$ cat config.mk
export PLATFORM = sky130hd
export DESIGN_NAME = cvr_mac
export DESIGN_NICKNAME = d
export VERILOG_FILES = /design/src/sv/cvr_pkg.sv /design/src/sv/cvr_mac.sv
export SDC_FILE = /design/constraint.sdc
export NUM_CORES = 2
export LEC_CHECK = 0
export ABC_CLOCK_PERIOD_IN_PS = 4800
export BUFFER_PORTS_ARGS = -buffer_cell sky130_fd_sc_hd__buf_2
export CAP_MARGIN = 0
export CELL_PAD_IN_SITES_DETAIL_PLACEMENT = 0
export CELL_PAD_IN_SITES_GLOBAL_PLACEMENT = 1
export CORE_MARGIN = 10
export CORE_UTILIZATION = 40
export DETAILED_ROUTE_END_ITERATION = 16
export GPL_TIMING_DRIVEN = 0
export PLACE_DENSITY = 0.72
export REMOVE_ABC_BUFFERS = 1
export SYNTH_ARGS = -nofsm -noshare
export SYNTH_HDL_FRONTEND = slang
export SYNTH_SLANG_ARGS = --single-unit
$ cat constraint.sdc
create_clock -name clk -period 4.8 [get_ports clk]
set_input_delay 0.72 -clock clk [delete_from_list [all_inputs] [get_ports clk]]
set_output_delay 0.72 -clock clk [all_outputs]
set_load 0.05 [all_outputs]
$ cat src/sv/cvr_pkg.sv
// ----------------------------------------------------------------------------
// cvr_pkg
// Shared types, constants and fixed-point helpers of the convolution reverb.
// ----------------------------------------------------------------------------
package cvr_pkg;

    localparam int SAMPLE_W = 16;
    localparam int DATA_W   = 24;
    localparam int OPA_W    = 41;
    localparam int OPB_W    = 18;
    localparam int PROD_W   = OPA_W + OPB_W;
    // Largest sum is an FIR over 4096 taps of 40-bit products: 52 bits.
    localparam int ACC_W    = PROD_W + 1;
    localparam int CFG_IDX_W = 3;

    localparam logic [16:0] DAMP_ONE = 17'd32768;
    localparam logic signed [OPB_W-1:0] FB_SCALE = 18'sd4915;

    localparam logic signed [ACC_W-1:0] SAT24_MAX = ACC_W'(64'sd8388607);
    localparam logic signed [ACC_W-1:0] SAT24_MIN = ACC_W'(-64'sd8388608);
    localparam logic signed [ACC_W-1:0] SAT16_MAX = ACC_W'(64'sd32767);
    localparam logic signed [ACC_W-1:0] SAT16_MIN = ACC_W'(-64'sd32768);

    // Register indexes of the configuration port
    localparam logic [CFG_IDX_W-1:0] CFG_DAMP_GAIN  = 3'd0;
    localparam logic [CFG_IDX_W-1:0] CFG_FB_GAIN    = 3'd1;
    localparam logic [CFG_IDX_W-1:0] CFG_REVERB_EN  = 3'd2;
    localparam logic [CFG_IDX_W-1:0] CFG_IR_LENGTH  = 3'd3;
    localparam logic [CFG_IDX_W-1:0] CFG_LEFT_GAIN  = 3'd4;
    localparam logic [CFG_IDX_W-1:0] CFG_RIGHT_GAIN = 3'd5;

    typedef enum logic [4:0] {
        ST_CLEAR,
        ST_IDLE,
        ST_REDUCE,
        ST_STALE,
        ST_STALE_W,
        ST_SUM,
        ST_DAMP_A,
        ST_DAMP_B,
        ST_DAMP_W,
        ST_DSTORE,
        ST_ECHO_ADR,
        ST_ECHO_MUL,
        ST_ECHO_W,
        ST_ECHO_ADD,
        ST_SLOT_WR,
        ST_FIR_RUN,
        ST_FIR_DRAIN,
        ST_YSET,
        ST_FB_A,
        ST_FB_AW,
        ST_FB_B,
        ST_FB_BW,
        ST_FB_SET,
        ST_OUT_L,
        ST_OUT_LW,
        ST_OUT_R,
        ST_OUT_RW,
        ST_OUT_DONE
    } state_t;

    typedef struct packed {
        logic en;
        logic clr;
    } mac_op_t;

    // Round half up: add half an LSB, then arithmetic shift
    function automatic logic signed [ACC_W-1:0] rnd(
        input logic signed [ACC_W-1:0] v,
        input int                      sh
    );
        logic signed [ACC_W-1:0] half;
        half = '0;
        half[sh-1] = 1'b1;
        return (v + half) >>> sh;
    endfunction

    function automatic logic signed [DATA_W-1:0] sat24(input logic signed [ACC_W-1:0] v);
        logic signed [ACC_W-1:0] t;
        t = v;
        if (v > SAT24_MAX) t = SAT24_MAX;
        if (v < SAT24_MIN) t = SAT24_MIN;
        return t[DATA_W-1:0];
    endfunction

    function automatic logic signed [SAMPLE_W-1:0] sat16(input logic signed [ACC_W-1:0] v);
        logic signed [ACC_W-1:0] t;
        t = v;
        if (v > SAT16_MAX) t = SAT16_MAX;
        if (v < SAT16_MIN) t = SAT16_MIN;
        return t[SAMPLE_W-1:0];
    endfunction

endpackage

$ cat src/sv/cvr_mac.sv
// ----------------------------------------------------------------------------
// cvr_mac
// Shared multiply-accumulate unit: registered product, then accumulate.
// ----------------------------------------------------------------------------
module cvr_mac (
    input  logic                                clk,
    input  logic                                rst_n,
    input  cvr_pkg::mac_op_t                    op,
    input  logic signed [cvr_pkg::OPA_W-1:0]    opa,
    input  logic signed [cvr_pkg::OPB_W-1:0]    opb,
    output logic signed [cvr_pkg::ACC_W-1:0]    acc
);

    logic signed [cvr_pkg::PROD_W-1:0] prod_reg;
    logic                              pv_reg;
    logic                              pclr_reg;
    logic signed [cvr_pkg::ACC_W-1:0]  acc_reg;

    // Multiply stage
    always_ff @(posedge clk)
    begin
        prod_reg <= opa * opb;
    end

    always_ff @(posedge clk or negedge rst_n)
    begin
        if (!rst_n)
        begin
            pv_reg   <= 1'b0;
            pclr_reg <= 1'b0;
        end
        else
        begin
            pv_reg   <= op.en;
            pclr_reg <= op.clr;
        end
    end

    // Accumulate stage
    always_ff @(posedge clk or negedge rst_n)
    begin
        if (!rst_n)
        begin
            acc_reg <= '0;
        end
        else if (pv_reg)
        begin
            acc_reg <= (pclr_reg ? '0 : acc_reg) + cvr_pkg::ACC_W'(prod_reg);
        end
    end

    assign acc = acc_reg;

endmodule

---- After elaboration in Yosys (flattened, before gate mapping) ----
Cells that the tools add are included.
word-level totals
  logic and storage cells ................. 7
  output and inout bits ................... 60
  input port bits ......................... 63
  flip-flop bits (word level) ............. 121
cells by class
  add/subtract/negate cells ............... 1
  $mul .................................... 1
  multiplexer cells ....................... 1
operators with widths
  operator                                        number
  60-bit adder                                    1
  60-bit two-way mux                              1
  41-bit by 18-bit multiplier with 59-bit output  1

---- Logic depth before layout (Yosys ltp) ----
  depth in word-level cells ............... 2
  depth in mapped cells ................... 25
  gate-level depth less buffers ........... 24

---- Worst setup path before layout ----
OpenSTA, ideal clock, no wires.
  path type ............................... input to register
  start point ............................. input port opa[24] (netlist bit)
  end point ............................... register prod_reg[51] (netlist bit)
  required time ........................... 4728 ps
  buffers on the path ..................... 2
  stages on the path ...................... 25
  slack ................................... -1862 ps
  library setup time ...................... 72 ps
  arrival time ............................ 6590 ps
  cell sequence ........................... clkbuf_1 > clkbuf_1 > nand2_1 > fa_1 > inv_1 > fa_1 > inv_1 > fa_1 > inv_1 > fa_1 > fa_1 > inv_1 > fa_1 > inv_1 > ha_1 > a21o_1 > a21o_1 > a32o_1 > a211o_1 > a31oi_2 > o21ai_2 > nand4_1 > a21boi_1 > o31ai_1 > xnor2_1
between the ends
  word-level cells in the longest chain between the ends .. 1
ends and longest elaborated chain
  item                                            RTL line       text
  start, declared                                 cvr_mac.sv:9   input logic signed [cvr_pkg::OPA_W-1:0] opa,
  41-bit by 18-bit multiplier with 59-bit output  cvr_mac.sv:22  prod_reg <= opa * opb;
  end signal, assigned                            cvr_mac.sv:22
  end, declared                                   cvr_mac.sv:14  logic signed [cvr_pkg::PROD_W-1:0] prod_reg;
Every way passes these cells.
A chain may end at the register's enable or synchronous reset.

---- Worst setup path in the final report ----
  start point ............................. input port opb[17] (netlist bit)
  end point ............................... register prod_reg[47] (netlist bit)
between the ends
  word-level cells in the longest chain between the ends .. 1
ends and longest elaborated chain
  item                                            RTL line       text
  start, declared                                 cvr_mac.sv:10  input logic signed [cvr_pkg::OPB_W-1:0] opb,
  41-bit by 18-bit multiplier with 59-bit output  cvr_mac.sv:22
Every way passes these cells.

==> summary.txt <==
Run status
  – Status: complete, but fails checks
  – Failing checks: setup timing

Final layout
  – Final Net Count: about 4700
  – Fraction of layout cells with a size suffix above 1: between 15 and 20%
  – Register Area: 0.002738 mm2
  – Max reg flops: 60
  – # fillers: ~7600
  – Synthesis-to-finish area growth: 19.04%
  – Multi-input gate area in the final layout: approximately 0.027 mm2

Route
  – Vias: between 20000 and 25000
  – Routed len/inst: ~22 um
  – Drt total wl: roughly 100000 um
  – DR vias/cell: a little over 5
  – DRC Markers: 0
  – Drt pass-1 iters: 7
  – Post-route antenna net violation count: 0
  – Iter 0 DRT Violations: approximately 1200

Worst hold path
  – Type of the worst min-delay path: input port to async pin

Clock network
  – Clk_lat worst skew: about 0.43 ns
  – CTS Root Cell: clkbuf_16
  – CTS clk-pin slew, worst paths: 0.06 ns
  – H-tree Lvls: 4
  – Hold buffers post-CTS: 0
  – Clk buf depth: 2
  – TritonCTS clock tree: yes
  – Cts bufs inserted: 17
  – Sink Count: ~120

Timing
  – RSZ-0062 raised after global routing: true
  – Setup total negative slack: -45.14 ns
  – Fmax: ~0.16 GHz
  – Measured slew at the worst slew-check pin: roughly 0.57 ns
  – Endpoints failing setup: between 40 and 50
  – Worst Setup Slack, final: -1.467 ns
  – Part of the cycle the worst path needs: 130.6%
  – Final Skew: about 0.014 ns
  – Relative slew slack: about 61%
  – Post-route minimum period: roughly 6.3 ns
  – Count of final max-slew check failures: 0
  – Final hold vios: 0

Synth
  – Yosys top cell by area: fa_1
  – Netlist cell types: 93
  – Top_reg_cell synth: dfrtp_1
  – Post-synth EDFFs: 0
  – Post-Syn Instances: approximately 3600
  – Syn Area/Cell: 8.822 um2
  – Top-count cell post-synth: inv_1
  – Synth async-reset ratio: 51.24%
  – Post-synthesis sequential area ratio: 8.493%
  – Synth cell count leaders: 854 x inv_1, 698 x fa_1, 579 x nand2_1
  – Synth Register Bits: around 120
  – Area share of the largest cell type after synthesis: between 40% and 50%
  – Synth Warn #: 0
  – Post-Syn Area: ~0.032 mm2
  – Ranking of synthesized cells by area: fa_1 43%, inv_1 10%, ha_1 7.7%

Worst setup path
  – CP Capture Type: flop
  – Most used cell, CP: fa_1
  – Startpoint Class: input port
  – Slowest CP cell: fa_1
  – Crit Path Class: input port to flop
  – Crit Path Max Fanout: 8
  – CP required: roughly 5.1 ns
  – Critical Path AT: about 6.6 ns
  – Critical path, cell by cell: buf_16 > clkinv_16 > buf_12 > buf_16 > nor2_1 > fa_1 > fa_1 > fa_1 > fa_1 > fa_1 > inv_1 > fa_1 > inv_1 > ha_4 > nand4_1 > or2_4 > o211ai_4 > a31oi_4 > o21ai_4 > nand4_1 > a21boi_2 > o22ai_1 > xnor2_1
  – Crit-path max cell delay: about 0.57 ns

Placement
  – Hpwl dp: between 60000 and 70000 um
  – Final RePlAce weighted congestion: ~0.84
  – Post-place setup slack: -3.317 ns
  – IO buf count: about 120

Floorplanning
  – Floorplan die area: approximately 0.092 mm2
  – Chip Height: slightly above 300 um
  – Row Count: slightly above 100
  – Starting Density: between 40% and 50%
  – Die width: 303.6 um
  – I/O Pins: roughly 120
  – Core area: between 0.07 and 0.08 mm2

Global routing
  – Gr usage total: ~22%
  – Largest net degree at the start of global routing: 53
  – Vias in the first global route: 27110
  – GR Overflow Total: 0
  – First-pass GRT wire length: 161000 um
  – Initial antenna violation count: 5

Flow run
  – Maxcap violations: 0
## final timing paths
path / start / endpoint / slack [ns] / cells past startpoint
max in group asynchronous: rst_n / pv_reg$_DFF_PN0_ / 4.02 / 2
max: opb[17] / prod_reg[47]$_DFF_P_ / -1.47 / 23
min in group clk: op[0] / pclr_reg$_DFF_PN0_ / 0.39 / 1
min reg2reg: acc[56]$_DFFE_PN0P_ / acc[56]$_DFFE_PN0P_ / 0.52 / 2
max reg2reg: pclr_reg$_DFF_PN0_ / acc[40]$_DFFE_PN0P_ / 0.55 / 15
min: rst_n / acc[2]$_DFFE_PN0P_ / 0.21 / 1
## layout by cell type, fill, tap and decap left out, drive strengths merged, types with 5 or more instances in the layout
master,instances
o21ai,57
nand4,22
nor3,20
a221oi,5
nand3b,5
dfxtp,59
clkinv,6
a21oi,123
clkbuf,24
dfrtp,62
a31oi,12
nor2b,61
nand2,579
a21o,57
a211oi,10
o21bai,22
buf,247
inv,858
bufbuf,7
nor2,104
o211ai,14
o31ai,10
and2,204
nand3,32
ha,198
xor2,33
xnor2,84
mux2,50
nand2b,17
o21a,10
and3,7
fa,698
## metrics by stage
| step | util (%) | cell area, um2 | std cells | hold WS, ns |
|---|---|---|---|---|
| 2_1_floorplan | - | 31410 | 3466 | 0.4244 |
| 3_3_place_gp | 41.99 | 33340 | 4638 | 0.4941 |
| 3_5_place_dp | 42.13 | 33450 | 4642 | 0.5032 |
| 4_1_cts | 46.82 | 37170 | 4766 | 0.2065 |
| 5_1_grt | 48.24 | 38300 | 4809 | 0.2233 |
| 6_report | 48.24 | 38300 | 4809 | 0.2057 |
## kinds of logic (layout without fill, tap and decap cells)
kind of cell               Yosys count  count (layout)  share of synthesized area, %
other                                0               1                             0
xor gates and xnor gates           117             117                         3.185
AOI/OAI and AO/OA                  357             357                         7.603
and+or+nand+nor                   1068            1068                         15.43
DFF                                121             121                         8.493
buffers and inverters             1036            1147                         12.34
adders and majority gates          896             896                         51.13
muxes                               52              52                         1.812
## layout make-up
| class | count | area share (%) |
|---|---|---|
| well taps | 1050 | 3.430 |
| multi-input cells | 2490 | 69.94 |
| inverters | 855 | 8.455 |
| clock buffers | 18 | 1.176 |
| diodes | 1 | 0.006534 |
| flip-flops and latches | 121 | 7.148 |
| repair buffers | 260 | 9.360 |
| clock inverters | 14 | 0.4835 |
## routing by layer
layer	routed length [um]	track usage [%]	vias to the layer above	share of wire (%)
met5	43	0	-	0.042
met4	3515	6.094	6	3.4
met3	7425	4.922	197	7.2
met2	50070	37.97	705	48
met1	42440	27.95	12970	41
li1	-	-	11060	-
## repair_timing
item	CTS	global route
endpoints found under the setup margin	50	48
gates cloned	27	6
resized for setup	442	160
setup buffers	65	39
pin swaps	107	95
## worst max-delay path, delay by kind of cell
kind,cells,cell delay (ns)
adders and majority gates,7,3.21
AOI/OAI and AO/OA,5,0.99
and+or+nand+nor,4,0.71
buffers and inverters,6,0.60
xor gates and xnor gates,1,0.31
Power is not shown: default switching activity piles up to over one toggle a cycle in this logic, so the estimate is an artifact.
